## config.mk

```make
export PLATFORM = sky130hd
export DESIGN_NAME = bbrr_ram
export DESIGN_NICKNAME = d
export VERILOG_FILES = /design/src/assert_macros.svh /design/src/bbrr_ram.sv
export SDC_FILE = /design/constraint.sdc
export NUM_CORES = 1
export LEC_CHECK = 0
export BUFFER_PORTS_ARGS = -buffer_cell sky130_fd_sc_hd__buf_2
export CORE_ASPECT_RATIO = 0.6
export CORE_MARGIN = 5
export CORE_UTILIZATION = 62
export DETAILED_ROUTE_END_ITERATION = 7
export PLACE_DENSITY = 0.79
export SYNTH_ARGS = -nofsm -noshare
export SYNTH_HDL_FRONTEND = slang
export SYNTH_SLANG_ARGS = --single-unit
```

## constraint.sdc

```tcl
create_clock -name clock -period 3.4 [get_ports clock]
set_clock_uncertainty 0.05 [all_clocks]
set_input_delay 0 -clock clock [delete_from_list [all_inputs] [get_ports clock]]
set_output_delay 0 -clock clock [all_outputs]
set_load 0.05 [all_outputs]
```

## src/assert_macros.svh

```systemverilog
// assertion helpers shared by the rtl
`ifndef ASSERT_MACROS_SVH
`define ASSERT_MACROS_SVH

// property must hold at every rising clock edge outside reset
`define ASSERT_CLK(label, clk, rst, prop, msg) \
   label: assert property (@(posedge clk) disable iff (rst) (prop)) else $error(msg);

// condition must never be seen outside reset
`define ASSERT_NEVER(label, clk, rst, cond, msg) \
   label: assert property (@(posedge clk) disable iff (rst) !(cond)) else $error(msg);

`endif

```

## src/bbrr_ram.sv

```systemverilog
module bbrr_ram #(
   parameter int WIDTH = 32,
   parameter int DEPTH = 32
) (
   input  logic                     clock,
   input  logic                     wr_en,
   input  logic [$clog2(DEPTH)-1:0] wr_addr,
   input  logic [WIDTH-1:0]         wr_data,
   input  logic                     rd_en,
   input  logic [$clog2(DEPTH)-1:0] rd_addr,
   output logic [WIDTH-1:0]         rd_data
);

   logic [WIDTH-1:0] mem [DEPTH];
   logic [WIDTH-1:0] rd_data_ff;

   // one write port, one registered read port
   always_ff @(posedge clock) begin
      if (wr_en) begin
         mem[wr_addr] <= wr_data;
      end
      if (rd_en) begin
         rd_data_ff <= mem[rd_addr];
      end
   end

   assign rd_data = rd_data_ff;

endmodule

```

==> results by group <==
Floorplanning
  – Die Area: 71200 um^2
  – Num ports: 77
  – Width of the die: 341 um
  – Std cell rows: 72
  – Floorplan die height: 209 um
  – Starting utilization of the core area: 0.630
  – Standard cell core area: 64800 um^2

CTS
  – Clock transition time at the flip-flop clock pins of the worst setup and hold paths: 0.07 ns
  – Post-CTS Resized: 0
  – CTS max path bufs: 3
  – Number of H-tree branching levels: 3
  – Clock latency reported for the late side of the worst-skew pair: 0.65 ns
  – CTS hold repair buffers: 32
  – Number of CTS-inserted buffers: 88
  – Library cell used as clock root buffer: sky130_fd_sc_hd__clkbuf_16
  – Count of clock tree sinks: 1056
  – Number of buffers added for setup after CTS: 0
  – Clock tree from TritonCTS: yes

Yosys
  – Count of cell types in the netlist: 24
  – Seq cells post-synth: 1056
  – Sequential cell area fraction in the yosys report: 0.777
  – Post-synthesis instance total: 2260
  – Average cell area after synthesis: 18.1 um^2
  – Yosys Warn Count: 0
  – Post-synthesis instance area: 40800 um^2
  – Number of nets produced by synthesis: 2305

Power
  – Power per Cell Area: 575 nW/um^2
  – Post-route total power: 26.2 mW
  – Peak supply drop: 0.508 mV
  – Leakage: 15.9 nW

Critical path
  – Data arrival time of the critical path: 2.29 ns
  – Maximum fanout count along the critical path: 40
  – Critical path type: input port to register
  – Critical Path End Type: register
  – Category of the worst setup path launch point: input port
  – Data required time at the worst endpoint: 3.72 ns

Drt
  – DR vias: 22.0k
  – Drt total wl: 101 mm
  – Remaining routing DRC violations: 0
  – Wire length per cell after detailed routing: 30.4 um
  – Per-cell via count in the routed design: 6.61
  – Initial DRC Count: 2849
  – 1st-pass router iterations: 6
  – Remaining antenna violation count: 0

Flow run
  – Max Cap Viol: 0

Finish
  – Fraction of layout cells with a size suffix above 1: 0.126
  – Post-layout instance area: 45600 um^2
  – Post-layout net count: 2453
  – Layout Area Growth over Synthesis: 11.9%

Global routing
  – Number of global-route vias before repair: 21.5k
  – Global route total overflow: 0
  – Largest net degree at the start of global routing: 115
  – First-pass GRT wire length: 146 mm
  – Number of antenna violations at the first check in global routing: 3
  – GRT Util Overall: 0.281

Outcome
  – Status: finished clean

Timing
  – Worst-case hold slack: 0.0856 ns
  – Unrepaired setup endpoints after global routing: no
  – Setup-failing EPs final: 0
  – Worst slew margin relative to its limit: 0.129
  – Highest attainable clock frequency: 507 MHz
  – Final Worst Setup Slack: 1.43 ns
  – Fin crit share: 0.580
  – Slew at the pin closest to its max-slew limit: 1.30 ns
  – Final Slew Violations: 0
  – Sum Neg Setup Slack: 0 ns
  – Post-route minimum period: 1.97 ns
  – Total count of hold-check failures in the final report: 0

Placement
  – Standard cell area after detailed placement: 42500 um^2
  – IO buf count: 76
  – Weighted congestion reported at the end of routability-driven placement: 0.867
  – Half-perimeter wire length of the detailed placement result: 61.1 mm
  – Post-placement setup slack: 0.883 ns

Worst hold path
  – Class of the tightest hold or removal check: input port to register
-- power by group --
part / internal (mW) / switching (mW)
sequential: 14.5 / 0.106
clock: 5.54 / 4.46
combinational: 0.466 / 1.14
-- registers in the layout (all words and copies together) (netlist names) --
| name | flops |
|---|---|
| mem | 1024 |
| rd_data | 32 |
-- worst paths after layout --
path              startpoint     endpoint  slack (ns)  cells after the start
setup / recovery  rd_addr[2]  rd_data[23]        1.43                      8
hold / removal    wr_addr[2]  mem[16][28]        0.09                      3
setup reg to reg   mem[7][6]   rd_data[6]        1.50                      5
hold reg to reg   mem[26][4]   rd_data[4]        0.64                      4
-- per-stage QoR --
step / utilization / cells
6_report: 0.705 / 3329
2_1_floorplan: - / 2260
3_5_place_dp: 0.656 / 3137
4_1_cts: 0.705 / 3327
5_1_grt: 0.705 / 3327
3_3_place_gp: 0.656 / 3137
-- critical path: stages --
cell and delay [ns]:
sky130_fd_sc_hd__buf_2 0.13, sky130_fd_sc_hd__and2b_4 0.68, sky130_fd_sc_hd__buf_4 0.35, sky130_fd_sc_hd__buf_4 0.22
sky130_fd_sc_hd__a22o_1 0.16, sky130_fd_sc_hd__nor3_1 0.07, sky130_fd_sc_hd__a31oi_1 0.48, sky130_fd_sc_hd__nand3_1 0.14
-- final cells by class --
type,count,area (um^2)
sequential,1056,31700
fill,3846,19100
multi-input combinational,1077,8610
clock buffer,109,2370
timing repair buffer,185,1450
tap,851,1060
clock inverter,49,439
antenna,2,5.00
-- synth_stat cells --
master / number / area (um^2)
sky130_fd_sc_hd__nand3_1: 98 / 490
sky130_fd_sc_hd__and2b_1: 1 / 7.51
sky130_fd_sc_hd__a22oi_1: 96 / 721
sky130_fd_sc_hd__or3b_2: 3 / 26.3
sky130_fd_sc_hd__a31oi_1: 32 / 200
sky130_fd_sc_hd__nor3_1: 32 / 160
sky130_fd_sc_hd__nand2_1: 98 / 368
sky130_fd_sc_hd__buf_6: 15 / 169
sky130_fd_sc_hd__clkbuf_4: 2 / 15.0
sky130_fd_sc_hd__nand2b_1: 2 / 12.5
sky130_fd_sc_hd__nor2_1: 34 / 128
sky130_fd_sc_hd__a21oi_1: 96 / 480
sky130_fd_sc_hd__a22o_1: 64 / 561
sky130_fd_sc_hd__and2_1: 1 / 6.26
sky130_fd_sc_hd__mux2i_1: 512 / 5120
sky130_fd_sc_hd__clkbuf_1: 46 / 173
sky130_fd_sc_hd__or2_2: 1 / 6.26
sky130_fd_sc_hd__or3_1: 1 / 6.26
sky130_fd_sc_hd__nand3b_1: 5 / 37.5
sky130_fd_sc_hd__buf_4: 33 / 248
sky130_fd_sc_hd__nor2b_1: 1 / 6.26
sky130_fd_sc_hd__buf_1: 5 / 18.8
sky130_fd_sc_hd__edfxtp_1: 1056 / 31700
sky130_fd_sc_hd__buf_2: 26 / 130
-- layer usage --
metal | part of all wire | vias to the layer above | wire length [um] | global-route usage
met3 | 0.17 | 131 | 16700 | 0.130
met5 | 0.00028 | - | 28 | 0
li1 | - | 9308 | - | -
met1 | 0.40 | 11122 | 40100 | 0.423
met2 | 0.42 | 1451 | 42500 | 0.382
met4 | 0.018 | 4 | 1780 | 0.0585
-- placed cells by master, fill, tap and decap left out, types with 2 or more instances in the layout --
master / count
sky130_fd_sc_hd__bufinv_16: 8
sky130_fd_sc_hd__a31oi_1: 32
sky130_fd_sc_hd__buf_2: 75
sky130_fd_sc_hd__clkinvlp_4: 2
sky130_fd_sc_hd__nand3b_1: 5
sky130_fd_sc_hd__buf_12: 13
sky130_fd_sc_hd__a22o_1: 64
sky130_fd_sc_hd__clkinv_2: 12
sky130_fd_sc_hd__a21oi_1: 96
sky130_fd_sc_hd__buf_4: 64
sky130_fd_sc_hd__diode_2: 2
sky130_fd_sc_hd__a22oi_1: 96
sky130_fd_sc_hd__clkbuf_1: 17
sky130_fd_sc_hd__nand3_1: 98
sky130_fd_sc_hd__clkbuf_16: 92
sky130_fd_sc_hd__mux2i_1: 512
sky130_fd_sc_hd__dlygate4sd3_1: 32
sky130_fd_sc_hd__nor3_1: 32
sky130_fd_sc_hd__nand2_1: 97
sky130_fd_sc_hd__edfxtp_1: 1056
sky130_fd_sc_hd__clkinv_1: 24
sky130_fd_sc_hd__or3b_2: 3
sky130_fd_sc_hd__inv_6: 2
sky130_fd_sc_hd__nor2_4: 33
sky130_fd_sc_hd__nand2b_2: 2
-- cell families (layout without fill, tap and decap cells) --
logic type | count (synthesis) | in the layout | synth area share
buffers and inverters | 127 | 343 | 0.0185
muxes | 512 | 512 | 0.126
AOI/OAI and AO/OA | 288 | 288 | 0.0481
DFF | 1056 | 1056 | 0.777
other | 0 | 2 | 0
and+or+nand+nor | 277 | 277 | 0.0308
No activity file was read; power rests on OpenSTA's default activity.
