--- config.mk ---
export PLATFORM = sky130hd
export DESIGN_NAME = bbrr_div
export DESIGN_NICKNAME = d
export VERILOG_FILES = /design/src/assert_macros.svh /design/src/bbrr_div.sv
export SDC_FILE = /design/constraint.sdc
export NUM_CORES = 1
export LEC_CHECK = 0
export BUFFER_PORTS_ARGS = -buffer_cell sky130_fd_sc_hd__buf_2
export CAP_MARGIN = 20
export CORE_UTILIZATION = 30
export DETAILED_ROUTE_END_ITERATION = 8
export HOLD_SLACK_MARGIN = 0.1
export PLACE_DENSITY = 0.56
export SETUP_SLACK_MARGIN = 0.5
export SKIP_LAST_GASP = 1
export SLEW_MARGIN = 10
export SYNTH_ARGS = -nofsm -noshare
export SYNTH_HDL_FRONTEND = slang
export SYNTH_SLANG_ARGS = --single-unit
--- constraint.sdc ---
create_clock -name clock -period 6.95 [get_ports clock]
set_input_delay 1.39 -clock clock [delete_from_list [all_inputs] [get_ports clock]]
set_output_delay 1.39 -clock clock [all_outputs]
set_load 0.02 [all_outputs]
--- src/assert_macros.svh ---
// assertion helpers shared by the rtl
`ifndef ASSERT_MACROS_SVH
`define ASSERT_MACROS_SVH

// property must hold at every rising clock edge outside reset
`define ASSERT_CLK(label, clk, rst, prop, msg) \
   label: assert property (@(posedge clk) disable iff (rst) (prop)) else $error(msg);

// condition must never be seen outside reset
`define ASSERT_NEVER(label, clk, rst, cond, msg) \
   label: assert property (@(posedge clk) disable iff (rst) !(cond)) else $error(msg);

`endif

--- src/bbrr_div.sv ---
module bbrr_div #(
   parameter int NW = 44,
   parameter int DW = 11
) (
   input  logic          clock,
   input  logic          reset,
   input  logic          start,
   input  logic [NW-1:0] numer,
   input  logic [DW-1:0] denom,
   output logic          done,
   output logic [NW-1:0] quot
);

   localparam int CNTW = $clog2(NW + 1);

   logic            busy_ff, busy_in;
   logic            done_ff, done_in;
   logic [CNTW-1:0] cnt_ff, cnt_in;
   logic [NW-1:0]   quo_ff, quo_in;
   logic [DW-1:0]   rem_ff, rem_in;
   logic [DW-1:0]   den_ff, den_in;
   logic [DW:0]     trial;
   logic            fits;

   // one quotient bit per cycle, restoring
   always_comb begin
      trial   = {rem_ff, quo_ff[NW-1]};
      fits    = trial >= {1'b0, den_ff};
      busy_in = busy_ff;
      done_in = 1'b0;
      cnt_in  = cnt_ff;
      quo_in  = quo_ff;
      rem_in  = rem_ff;
      den_in  = den_ff;
      if (start) begin
         busy_in = 1'b1;
         cnt_in  = CNTW'(NW);
         quo_in  = numer;
         rem_in  = '0;
         den_in  = denom;
      end else if (busy_ff) begin
         rem_in = fits ? DW'(trial - {1'b0, den_ff}) : DW'(trial);
         quo_in = {quo_ff[NW-2:0], fits};
         cnt_in = cnt_ff - CNTW'(1);
         if (cnt_ff == CNTW'(1)) begin
            busy_in = 1'b0;
            done_in = 1'b1;
         end
      end
   end

   always_ff @(posedge clock) begin
      if (reset) begin
         busy_ff <= 1'b0;
         done_ff <= 1'b0;
         cnt_ff  <= '0;
      end else begin
         busy_ff <= busy_in;
         done_ff <= done_in;
         cnt_ff  <= cnt_in;
      end
      quo_ff <= quo_in;
      rem_ff <= rem_in;
      den_ff <= den_in;
   end

   assign done = done_ff;
   assign quot = quo_ff;

endmodule

==> results by group, run 1 <==
Run status
  • Status: finished clean

Clock network
  • H-tree depth: 3
  • CTS resizes: 0
  • Sink Count: 74
  • TritonCTS clock tree: yes
  • Insertion delay to the later sink of the worst-skew pair: between 0.3 and 0.4 ns
  • Clock transition at path regs: roughly 0.060 ns
  • # hold bufs at CTS: 0
  • CTS root buffer: clkbuf_16
  • Worst-case clock buffer depth: 2
  • TritonCTS buffer count: 9
  • # Post-CTS Setup Buffers: 0

Worst setup path
  • Maximum fanout along the worst path: 74
  • Instance count on the critical path: 4
  • Crit path required time: 6.90 ns
  • Startpoint types: primary input
  • Reg2reg path depth: 2
  • CP peak stage delay: roughly 0.81 ns
  • R2R setup slack: about 4.5 ns
  • Kind of critical path: primary input to flop
  • Critical-path cell list: buf_2, buf_4, inv_1, nand2_2
  • CP max stage cell: nand2_2
  • Worst EP arrival: ~3.2 ns
  • Worst setup endpoint: quot[40]$_DFFE_PP_
  • R2r startpoint: busy_ff$_SDFF_PP0_
  • Number of buffers and inverters on the critical path: 3
  • Crit path capture type: flop
  • Worst Setup SP: start
  • Critical path's top delay family: buffers and inverters
  • Worst R2R End: quot[40]$_DFFE_PP_

Detailed routing
  • Met1 WL: about 3500 µm
  • Final WL: 7510 µm
  • Vias per cell: roughly 4.8
  • Via Count: between 2000 and 3000
  • Initial DRC Count: 108
  • WL met2: approximately 3500 µm
  • Drt pass-1 iters: 6
  • Post-route ant nets: 0
  • Wire per inst: 13.9 µm
  • DRC Markers: 0
  • Top layer in use: met4
  • Met3 WL: 466 µm

Cells and area
  • Share of cells above drive strength 1: 0.427
  • # fillers: 1088
  • # diodes: 0
  • Final Non-Filler Cells: around 540
  • Synth-to-Final Area Change: 26.8%
  • Post-layout util: 0.395
  • Final net count: approximately 460
  • Register area: about 2000 µm²
  • Multi-input logic area: between 1000 and 1500 µm²

Placed design
  • Global placement routability congestion: between 0.7 and 0.8
  • Placed insts: 523
  • DPL Wire Length: 5200 µm
  • # port buffers: 102

Yosys
  • Post-Syn Nets: 361
  • Sequential area share after synthesis: 0.563
  • Fraction of registers with async set/reset: 0
  • Register bit count reported by yosys: 74
  • Netlist Area Pre-Place: between 3000 and 4000 µm²
  • Syn avg cell area: approximately 12 µm²
  • Synth Instances: ~290
  • Synthesis Warnings: 0
  • Post-synth top flop: edfxtp_1
  • Cell variety after synth: 45
  • Number of synthesized flops with an enable pin: 55

Die
  • Initial Util: 0.312
  • Num ports: 103
  • Core Area: 11600 µm²
  • Die span in x: ~110 µm
  • Die Y: 112 µm
  • Die area: 12500 µm²
  • Rows: 39

STA
  • Slew @ Worst Pin: approximately 1.0 ns
  • Setup TNS: 0 ns
  • Final hold violations: 0
  • Pins Over Slew Limit: 0
  • Period utilisation layout: 0.471
  • Crit path time final: between 3 and 4 ns
  • Slew HR: 0.312
  • RSZ-0062 raised after global routing: no
  • F_max: 306 MHz
  • Worst-case clock skew: a little over 0.008 ns
  • Setup Viol. Count Final: 0
  • Worst hold margin: slightly below 0.5 ns

GRT
  • Congestion Overflow GR: 0
  • Initial antenna violation count: 0
  • First-pass GRT wire length: between 10000 and 15000 µm
  • GRT Util Overall: 0.124
  • Largest net degree at the start of global routing: 75
  • Vias in the first global route: ~2500

Power
  • Maximum vdd drop: around 0.00013 V
  • LEAKAGE: between 1.5 and 2 nW
  • PwrDens: between 200 and 300 nW/µm²
  • Final Power: approximately 1.3 mW

Hold path
  • HP Class: flop to flop
  • Hold_sp: rem_ff[10]$_SDFFE_PP0P_

Run
  • Max Cap Viol: 0
synthesized netlist by cell type, types with 7 or more instances:
cell type	count	area share
a21oi_1	8	0.011
clkbuf_1	10	0.010
dfxtp_1	19	0.11
edfxtp_1	55	0.46
ha_1	13	0.045
inv_1	20	0.021
mux2_2	44	0.14
nand2_1	22	0.023
nor2_1	25	0.026
xnor2_1	7	0.017
kinds of logic after synthesis:
| family | count (synthesis) | share of synthesized area |
|---|---|---|
| AOI/OAI and AO/OA | 42 | 0.0923 |
| xor gates and xnor gates | 10 | 0.0243 |
| adders and majority gates | 14 | 0.0507 |
| buffers and inverters | 32 | 0.0354 |
| DFF | 74 | 0.563 |
| muxes | 44 | 0.137 |
| and+or+nand+nor | 73 | 0.0965 |
power by group:
group / total, mW / switching, mW / internal [mW]
Clock: 0.496 / 0.180 / 0.316
Sequential: 0.555 / 0.0277 / 0.527
Combinational: 0.242 / 0.138 / 0.104
state kept, by name, summed over array words and instances (netlist names):
register	flops
quot	44
den_ff	11
rem_ff	11
cnt_ff	6
busy_ff	1
done	1
routing by layer:
layer	vias up	global-route usage
li1	1271	-
met2	70	0.190
met3	7	0.0490
met4	0	0.0297
met1	1233	0.163
met5	-	0
cells in the final DEF, fill, tap and decap left out, types with 2 or more instances in the layout:
| cell type | instances |
|---|---|
| xnor2_1 | 7 |
| nand3_1 | 5 |
| a21oi_1 | 8 |
| clkinv_4 | 3 |
| dfxtp_1 | 19 |
| nor3_1 | 6 |
| bufinv_16 | 2 |
| or4_1 | 2 |
| a311oi_1 | 6 |
| a211oi_1 | 3 |
| inv_1 | 20 |
| edfxtp_1 | 55 |
| mux2_2 | 44 |
| ha_1 | 13 |
| buf_2 | 102 |
| o21a_1 | 3 |
| o21ai_0 | 6 |
| nor4_1 | 3 |
| nand2_1 | 21 |
| o31ai_1 | 2 |
| clkbuf_16 | 9 |
| xor2_1 | 3 |
| o311ai_0 | 2 |
| nor2_1 | 25 |
| nor2b_1 | 2 |
how the worst min path moves through the flow:
stage                               to  slack [ns]  cells after the start
2_1_floorplan  rem_ff[10]$_SDFFE_PP0P_        0.46                      2
3_3_place_gp   rem_ff[10]$_SDFFE_PP0P_        0.48                      2
3_5_place_dp   rem_ff[10]$_SDFFE_PP0P_        0.48                      2
4_1_cts        rem_ff[10]$_SDFFE_PP0P_        0.49                      2
5_1_grt        rem_ff[10]$_SDFFE_PP0P_        0.51                      2
6_report       rem_ff[10]$_SDFFE_PP0P_        0.48                      2
worst min-delay path, cell delays in order (launching register included):
cell and delay (ns):
dfxtp_1 0.31, nor2_1 0.08, a311oi_1 0.05
per-stage QoR:
stage                     setup slack (ns)  cell area (µm²)
after floorplan                       3.88             3610
after global placement                3.32             4250
after detailed placement              3.27             4250
after CTS                             3.63             4570
after global routing                  3.51             4570
final                                 3.68             4570
cell type report:
| cell class | count | share of cell area |
|---|---|---|
| clock buffer | 10 | 0.0501 |
| clock inverter | 6 | 0.0200 |
| inverter | 20 | 0.0164 |
| multi-input combinational | 183 | 0.317 |
| sequential | 74 | 0.444 |
| tap | 143 | 0.0391 |
| timing repair buffer | 103 | 0.113 |
No activity file was read; power rests on OpenSTA's default activity.
==> run 2: changes to the inputs <==
Settings changed: PLACE_DENSITY 0.56 to 0.58.
Clock period 6.95 ns to 2.9 ns, I/O delays scaled along.
==> run 2 against run 1 <==
  * Wire length up 2.5%
  * Worst hold slack worse by 0.063 ns
  * Power up 140%
  * Die area unchanged
  * Combinational power up 150%
  * Final cell count up 0.37%
  * Clock power up 140%
  * First-iteration DRC count up 6.5%
  * Largest cell class unchanged
  * Utilization up 0.38 points
  * Sequential share of layout area down 0.42 points
  * Sequential cell count unchanged
==> results by group, run 2 (synthesis results as in run 1) <==
Hold path
  • Hold_sp: denom[8] (was rem_ff[10]$_SDFFE_PP0P_)
  • HP Class: primary input to flop (was flop to flop)

Cells and area
  • Max reg flops: 44 (unchanged)
  • Commonest non-fill, non-tap cell in the layout: buf_2 (unchanged)
  • # diodes: 0 (unchanged)
  • # fillers: 1104 (was 1088)
  • Final instance area: 4620 µm² (was 4570 µm²)
  • Share of cells above drive strength 1: 0.430 (was 0.427)
  • Multi-input logic area: 1460 µm² (was 1450 µm²)
  • Final net count: 465 (was 463)
  • Synth-to-Final Area Change: 28.0% (was 26.8%)
  • Register area: 2030 µm² (unchanged)
  • Most frequent cells in the layout: 102 x buf_2, 55 x edfxtp_1, 44 x mux2_2, 25 x nor2_1, 21 x nand2_1 (unchanged)

GRT
  • First-pass GRT wire length: 12500 µm (was 12300 µm)
  • Largest net degree at the start of global routing: 63 (was 75)
  • Initial antenna violation count: 0 (unchanged)
  • GRT Util Overall: 0.128 (was 0.124)
  • Vias in the first global route: 2634 (was 2509)
  • Congestion Overflow GR: 0 (unchanged)

STA
  • Pins Over Slew Limit: 0 (unchanged)
  • Setup Viol. Count Final: 0 (unchanged)
  • F_max: 435 MHz
  • Slew @ Worst Pin: 0.545 ns (was 1.03 ns)
  • Crit path time final: 2.30 ns
  • Slew HR: 0.636 (was 0.312)
  • Worst-case clock skew: 0.00459 ns (was 0.00806 ns)
  • Final hold violations: 0 (unchanged)
  • Setup TNS: 0 ns (unchanged)
  • Period utilisation layout: 0.793
  • RSZ-0062 raised after global routing: yes (was no)

Power
  • Combinational power share: 0.195 (was 0.187)
  • LEAKAGE: 1.89 nW (about the same)
  • Clk pwr share: 0.378 (was 0.384)
  • Final Power: 3.09 mW (was 1.29 mW)
  • Sw Share: 0.266 (was 0.268)
  • P_sw: 0.823 mW (was 0.346 mW)
  • P_int: 2.27 mW (was 0.947 mW)
  • Maximum vdd drop: 0.000376 V (was 0.000129 V)
  • PwrDens: 670 nW/µm² (was 283 nW/µm²)
  • Seq pwr share: 0.427 (was 0.430)

Worst setup path
  • Critical-path cell list: inv_1, ha_1, fa_2, nor2b_4, o31ai_4, a31oi_4, a21oi_4, or4_1, o311ai_0 (was buf_2, buf_4, inv_1, nand2_2)
  • Maximum fanout along the worst path: 8 (was 74)
  • Startpoint types: flop (was primary input)
  • CP max stage cell: or4_1 (was nand2_2)
  • R2r startpoint: quot[43]$_DFFE_PP_ (was busy_ff$_SDFF_PP0_)
  • Worst Setup SP: quot[43]$_DFFE_PP_ (was start)
  • Worst EP arrival: 2.52 ns (was 3.22 ns)
  • CP peak stage delay: 0.41 ns (was 0.81 ns)
  • Crit path capture type: flop (unchanged)
  • Crit path required time: 3.12 ns (was 6.90 ns)
  • Kind of critical path: flop to flop (was primary input to flop)

Clock network
  • TritonCTS buffer count: 9 (unchanged)
  • # hold bufs at CTS: 0 (unchanged)
  • H-tree depth: 3 (unchanged)
  • Clock transition at path regs: 0.05 ns (was 0.06 ns)
  • CTS root buffer: clkbuf_16 (unchanged)
  • TritonCTS clock tree: yes (unchanged)
  • Worst-case clock buffer depth: 2 (unchanged)
  • Sink Count: 74 (unchanged)
  • Insertion delay to the later sink of the worst-skew pair: 0.34 ns (was 0.33 ns)

Placed design
  • Global placement routability congestion: 0.847 (was 0.779)
  • # port buffers: 102 (unchanged)
  • DPL Wire Length: 5430 µm (was 5200 µm)
  • Post-DP Area: 4300 µm² (was 4250 µm²)

Die
  • Core Area: 11600 µm² (unchanged)
  • Die Y: 112 µm (unchanged)
  • Initial Util: 0.312 (unchanged)
  • Die area: 12500 µm² (unchanged)
  • Num ports: 103 (unchanged)
  • Rows: 39 (unchanged)
  • Die span in x: 112 µm (unchanged)

Detailed routing
  • Drt pass-1 iters: 6 (unchanged)
  • Via Count: 2595 (was 2581)
  • Final WL: 7700 µm (was 7510 µm)
  • Post-route ant nets: 0 (unchanged)
  • Wire per inst: 14.2 µm (was 13.9 µm)
  • DRC Markers: 0 (unchanged)
  • Vias per cell: 4.80 (was 4.79)
  • Initial DRC Count: 115 (was 108)

Run status
  • Status: finished clean (unchanged)

Run
  • Max Cap Viol: 0 (unchanged)
## run 2: worst max-delay path, delay by kind of cell, from the launching register on
| kind | cells | cell delay [ns] |
|---|---|---|
| and+or+nand+nor | 2 | 0.57 |
| adders and majority gates | 2 | 0.60 |
| AOI/OAI and AO/OA | 4 | 0.60 |
| DFF | 1 | 0.37 |
| buffers and inverters | 1 | 0.05 |
## run 2: metrics by stage
step	setup slack (ns)	hold WS [ns]	util	cells
after detailed placement	0.544	0.486	0.372	525
after global placement	0.653	0.480	0.372	525
after floorplan	0.567	0.461	-	289
final	0.601	0.420	0.399	541
after global routing	0.475	0.409	0.399	541
after CTS	0.542	0.411	0.399	541
## run 2: power groups by stage
| stage | Clock, mW | Combinational [mW] | Sequential, mW |
|---|---|---|---|
| 6_report | 1.17 | 0.603 | 1.32 |
| 5_1_grt | 1.24 | 0.659 | 1.33 |
| 4_1_cts | 1.20 | 0.604 | 1.32 |
| 3_5_place_dp | 0 | 0.602 | 1.34 |
| 3_3_place_gp | 0 | 0.594 | 1.34 |
| 2_1_floorplan | 0 | 0.339 | 1.42 |
## run 2: worst paths after layout
| path | end | slack, ns | depth (start not counted) |
|---|---|---|---|
| setup reg to reg | rem_ff[1]$_SDFFE_PP0P_ | 0.60 | 9 |
| hold reg to reg | rem_ff[10]$_SDFFE_PP0P_ | 0.50 | 2 |
| hold / removal | den_ff[8]$_DFFE_PP_ | 0.42 | 1 |
| setup / recovery | rem_ff[1]$_SDFFE_PP0P_ | 0.60 | 9 |
## run 2: layout make-up
type | instances | area share
flip-flops and latches | 74 | 0.440
multi-input cells | 183 | 0.316
repair buffers | 105 | 0.121
clock buffers | 11 | 0.0504
well taps | 143 | 0.0388
clock inverters | 5 | 0.0173
inverters | 20 | 0.0163
## run 2: metal layers
| layer | global-route usage | vias to the layer above | wire (µm) |
|---|---|---|---|
| li1 | - | 1285 | - |
| met2 | 0.212 | 78 | 3710 |
| met3 | 0.0457 | 12 | 544 |
| met5 | 0 | - | 0 |
| met4 | 0.0595 | 0 | 131 |
| met1 | 0.148 | 1220 | 3310 |
## run 2: repair_timing
item	4_1_cts	5_1_grt
resized for setup	0	2
buffers inserted	0	0
hold endpoints to repair	0	0
endpoints found under the setup margin	0	6
==> run 3: changes to the inputs <==
Clock period 2.9 ns to 2 ns, I/O delays scaled along.
==> run 3 against run 2 <==
  * The flow now finishes with violations (design-rule violations, negative setup slack)
  * Worst hold slack worse by 0.18 ns
  * Sequential power up 45%
  * Clock-buffer cell count unchanged
  * Clock skew about the same
  * Critical path depth down 1
  * Combinational power up 89%
  * Wire length up 8.7%
  * Sequential share of layout area down 4.4 points
==> results by group, run 3 (synthesis results as in run 1) <==
Power
  • LEAKAGE: 2.13 nW (was 1.89 nW)
  • PwrDens: 951 nW/µm² (was 670 nW/µm²)
  • P_sw: 1.28 mW (was 0.823 mW)
  • Maximum vdd drop: 0.000463 V (was 0.000376 V)
  • Clk pwr share: 0.372 (was 0.378)
  • P_int: 3.60 mW (was 2.27 mW)
  • Combinational power share: 0.234 (was 0.195)
  • Sw Share: 0.262 (was 0.266)
  • Final Power: 4.88 mW (was 3.09 mW)
  • Seq pwr share: 0.393 (was 0.427)

Placed design
  • DPL Wire Length: 5730 µm (was 5430 µm)
  • Post-place setup slack: -0.206 ns (was 0.544 ns)
  • # port buffers: 102 (unchanged)
  • Post-DP Area: 4540 µm² (was 4300 µm²)
  • Global placement routability congestion: 0.842 (was 0.847)

Cells and area
  • Max reg flops: 44 (unchanged)
  • Synth-to-Final Area Change: 42.2% (was 28.0%)
  • Final net count: 504 (was 465)
  • Most frequent cells in the layout: 102 x buf_2, 55 x edfxtp_1, 43 x mux2_2, 38 x buf_4, 24 x nor2_1 (was 102 x buf_2, 55 x edfxtp_1, 44 x mux2_2, 25 x nor2_1, 21 x nand2_1)
  • # fillers: 1059 (was 1104)
  • Post-layout util: 0.443 (was 0.399)
  • Share of cells above drive strength 1: 0.542 (was 0.430)
  • Commonest non-fill, non-tap cell in the layout: buf_2 (unchanged)
  • # diodes: 0 (unchanged)
  • Final instance area: 5130 µm² (was 4620 µm²)

Clock network
  • Insertion delay to the later sink of the worst-skew pair: 0.33 ns (was 0.34 ns)
  • Worst-case clock buffer depth: 2 (unchanged)
  • H-tree depth: 3 (unchanged)
  • TritonCTS clock tree: yes (unchanged)
  • TritonCTS buffer count: 9 (unchanged)
  • CTS root buffer: clkbuf_16 (unchanged)
  • Clock transition at path regs: 0.06 ns (was 0.05 ns)
  • Sink Count: 74 (unchanged)

Detailed routing
  • Drt pass-1 iters: 6 (unchanged)
  • Initial DRC Count: 126 (was 115)
  • Wire per inst: 14.4 µm (was 14.2 µm)
  • Post-route ant nets: 0 (unchanged)
  • DRC Markers: 2 (was 0)
  • Vias per cell: 4.70 (was 4.80)
  • Final WL: 8370 µm (was 7700 µm)
  • Via Count: 2727 (was 2595)

STA
  • Slew HR: 0.657 (was 0.636)
  • Crit path time final: 2.21 ns (was 2.30 ns)
  • Period utilisation layout: 1.10 (was 0.793)
  • F_max: 453 MHz (was 435 MHz)
  • Slew @ Worst Pin: 0.508 ns (was 0.545 ns)
  • RSZ-0062 raised after global routing: yes (unchanged)
  • Setup Viol. Count Final: 12 (was 0)
  • PnR worst setup slack: -0.206 ns (was 0.601 ns)
  • Worst hold margin: 0.242 ns (was 0.420 ns)
  • Final hold violations: 0 (unchanged)
  • Worst-case clock skew: 0.00423 ns (was 0.00459 ns)
  • Pins Over Slew Limit: 0 (unchanged)

Run status
  • Status: complete, but fails checks (was finished clean)
  • Failing checks: design-rule violations, negative setup slack

Die
  • Initial Util: 0.312 (unchanged)
  • Core Area: 11600 µm² (unchanged)
  • Die Y: 112 µm (unchanged)
  • Die area: 12500 µm² (unchanged)
  • Die span in x: 112 µm (unchanged)
  • Rows: 39 (unchanged)
  • Num ports: 103 (unchanged)

Worst setup path
  • Startpoint types: flop (unchanged)
  • R2R setup slack: -0.21 ns (was 0.60 ns)
  • Worst EP arrival: 2.44 ns (was 2.52 ns)
  • Worst R2R End: rem_ff[10]$_SDFFE_PP0P_ (was rem_ff[1]$_SDFFE_PP0P_)
  • Maximum fanout along the worst path: 6 (was 8)
  • Crit path capture type: flop (unchanged)
  • Reg2reg path depth: 8 (was 9)
  • R2r startpoint: den_ff[0]$_DFFE_PP_ (was quot[43]$_DFFE_PP_)
  • Crit path required time: 2.24 ns (was 3.12 ns)
  • Worst Setup SP: den_ff[0]$_DFFE_PP_ (was quot[43]$_DFFE_PP_)
  • Kind of critical path: flop to flop (unchanged)

GRT
  • GRT Util Overall: 0.137 (was 0.128)
  • Initial antenna violation count: 0 (unchanged)
  • First-pass GRT wire length: 13500 µm (was 12500 µm)
  • Largest net degree at the start of global routing: 61 (was 63)
  • Vias in the first global route: 2793 (was 2634)
  • Congestion Overflow GR: 0 (unchanged)

Hold path
  • Hold_sp: denom[3] (was denom[8])
  • Hold EP: den_ff[3]$_DFFE_PP_ (was den_ff[8]$_DFFE_PP_)
  • Hold path depth: 1 (unchanged)
  • HP Class: primary input to flop (unchanged)

Run
  • Max Cap Viol: 0 (unchanged)
run 3: worst max-delay path by stage:
stage	end	cells after the start	slack, ns
after global placement	quot[0]$_DFFE_PP_	7	-0.19
after detailed placement	rem_ff[10]$_SDFFE_PP0P_	9	-0.21
after floorplan	quot[0]$_DFFE_PP_	9	-0.31
after CTS	rem_ff[10]$_SDFFE_PP0P_	9	-0.16
after global routing	rem_ff[10]$_SDFFE_PP0P_	9	-0.30
final	rem_ff[10]$_SDFFE_PP0P_	8	-0.21
run 3: cell type report:
class	count	area (µm²)	share of cell area
clock buffers	11	233	0.0454
clock inverters	5	103	0.0200
inverters	20	75.1	0.0146
multi-input cells	184	1660	0.323
flip-flops and latches	74	2030	0.397
well taps	143	179	0.0349
repair buffers	143	847	0.165
run 3: worst max-delay path, stage by stage, from the launching register on:
cell	delay, ns
edfxtp_1	0.37
ha_2	0.21
fa_2	0.37
nor2b_4	0.16
o31ai_4	0.08
a31oi_4	0.31
and4b_1	0.28
o31ai_2	0.08
a311oi_1	0.26
run 3: timing repair:
item	4_1_cts	5_1_grt
cloned	1	0
gates resized for setup	18	17
hold buffers	0	0
pin swaps	13	11
setup endpoints to repair	12	12
buffers inserted	3	4
run 3: power groups by stage:
stage                     registers [mW]  clock network, mW  logic [mW]
after floorplan                     2.06                  0       0.494
after global placement              1.94                  0       0.986
after detailed placement            1.94                  0       0.996
after CTS                           1.92               1.86        1.06
after global routing                1.94               1.92        1.24
final                               1.92               1.82        1.14
run 3: per-stage QoR:
step | TNS, ns | cells
detailed placement | -1.92 | 556
global placement | -1.31 | 556
global route | -2.79 | 580
finish | -1.61 | 580
floorplan | -6.56 | 289
CTS | -1.30 | 576
run 3: metal layers:
layer	up-vias	track usage	part of all wire	routed length, µm
li1	1359	-	-	-
met1	1291	0.175	0.46	3880
met2	65	0.216	0.47	3950
met3	12	0.0392	0.049	412
met4	0	0.0604	0.016	131
met5	-	0	0	0
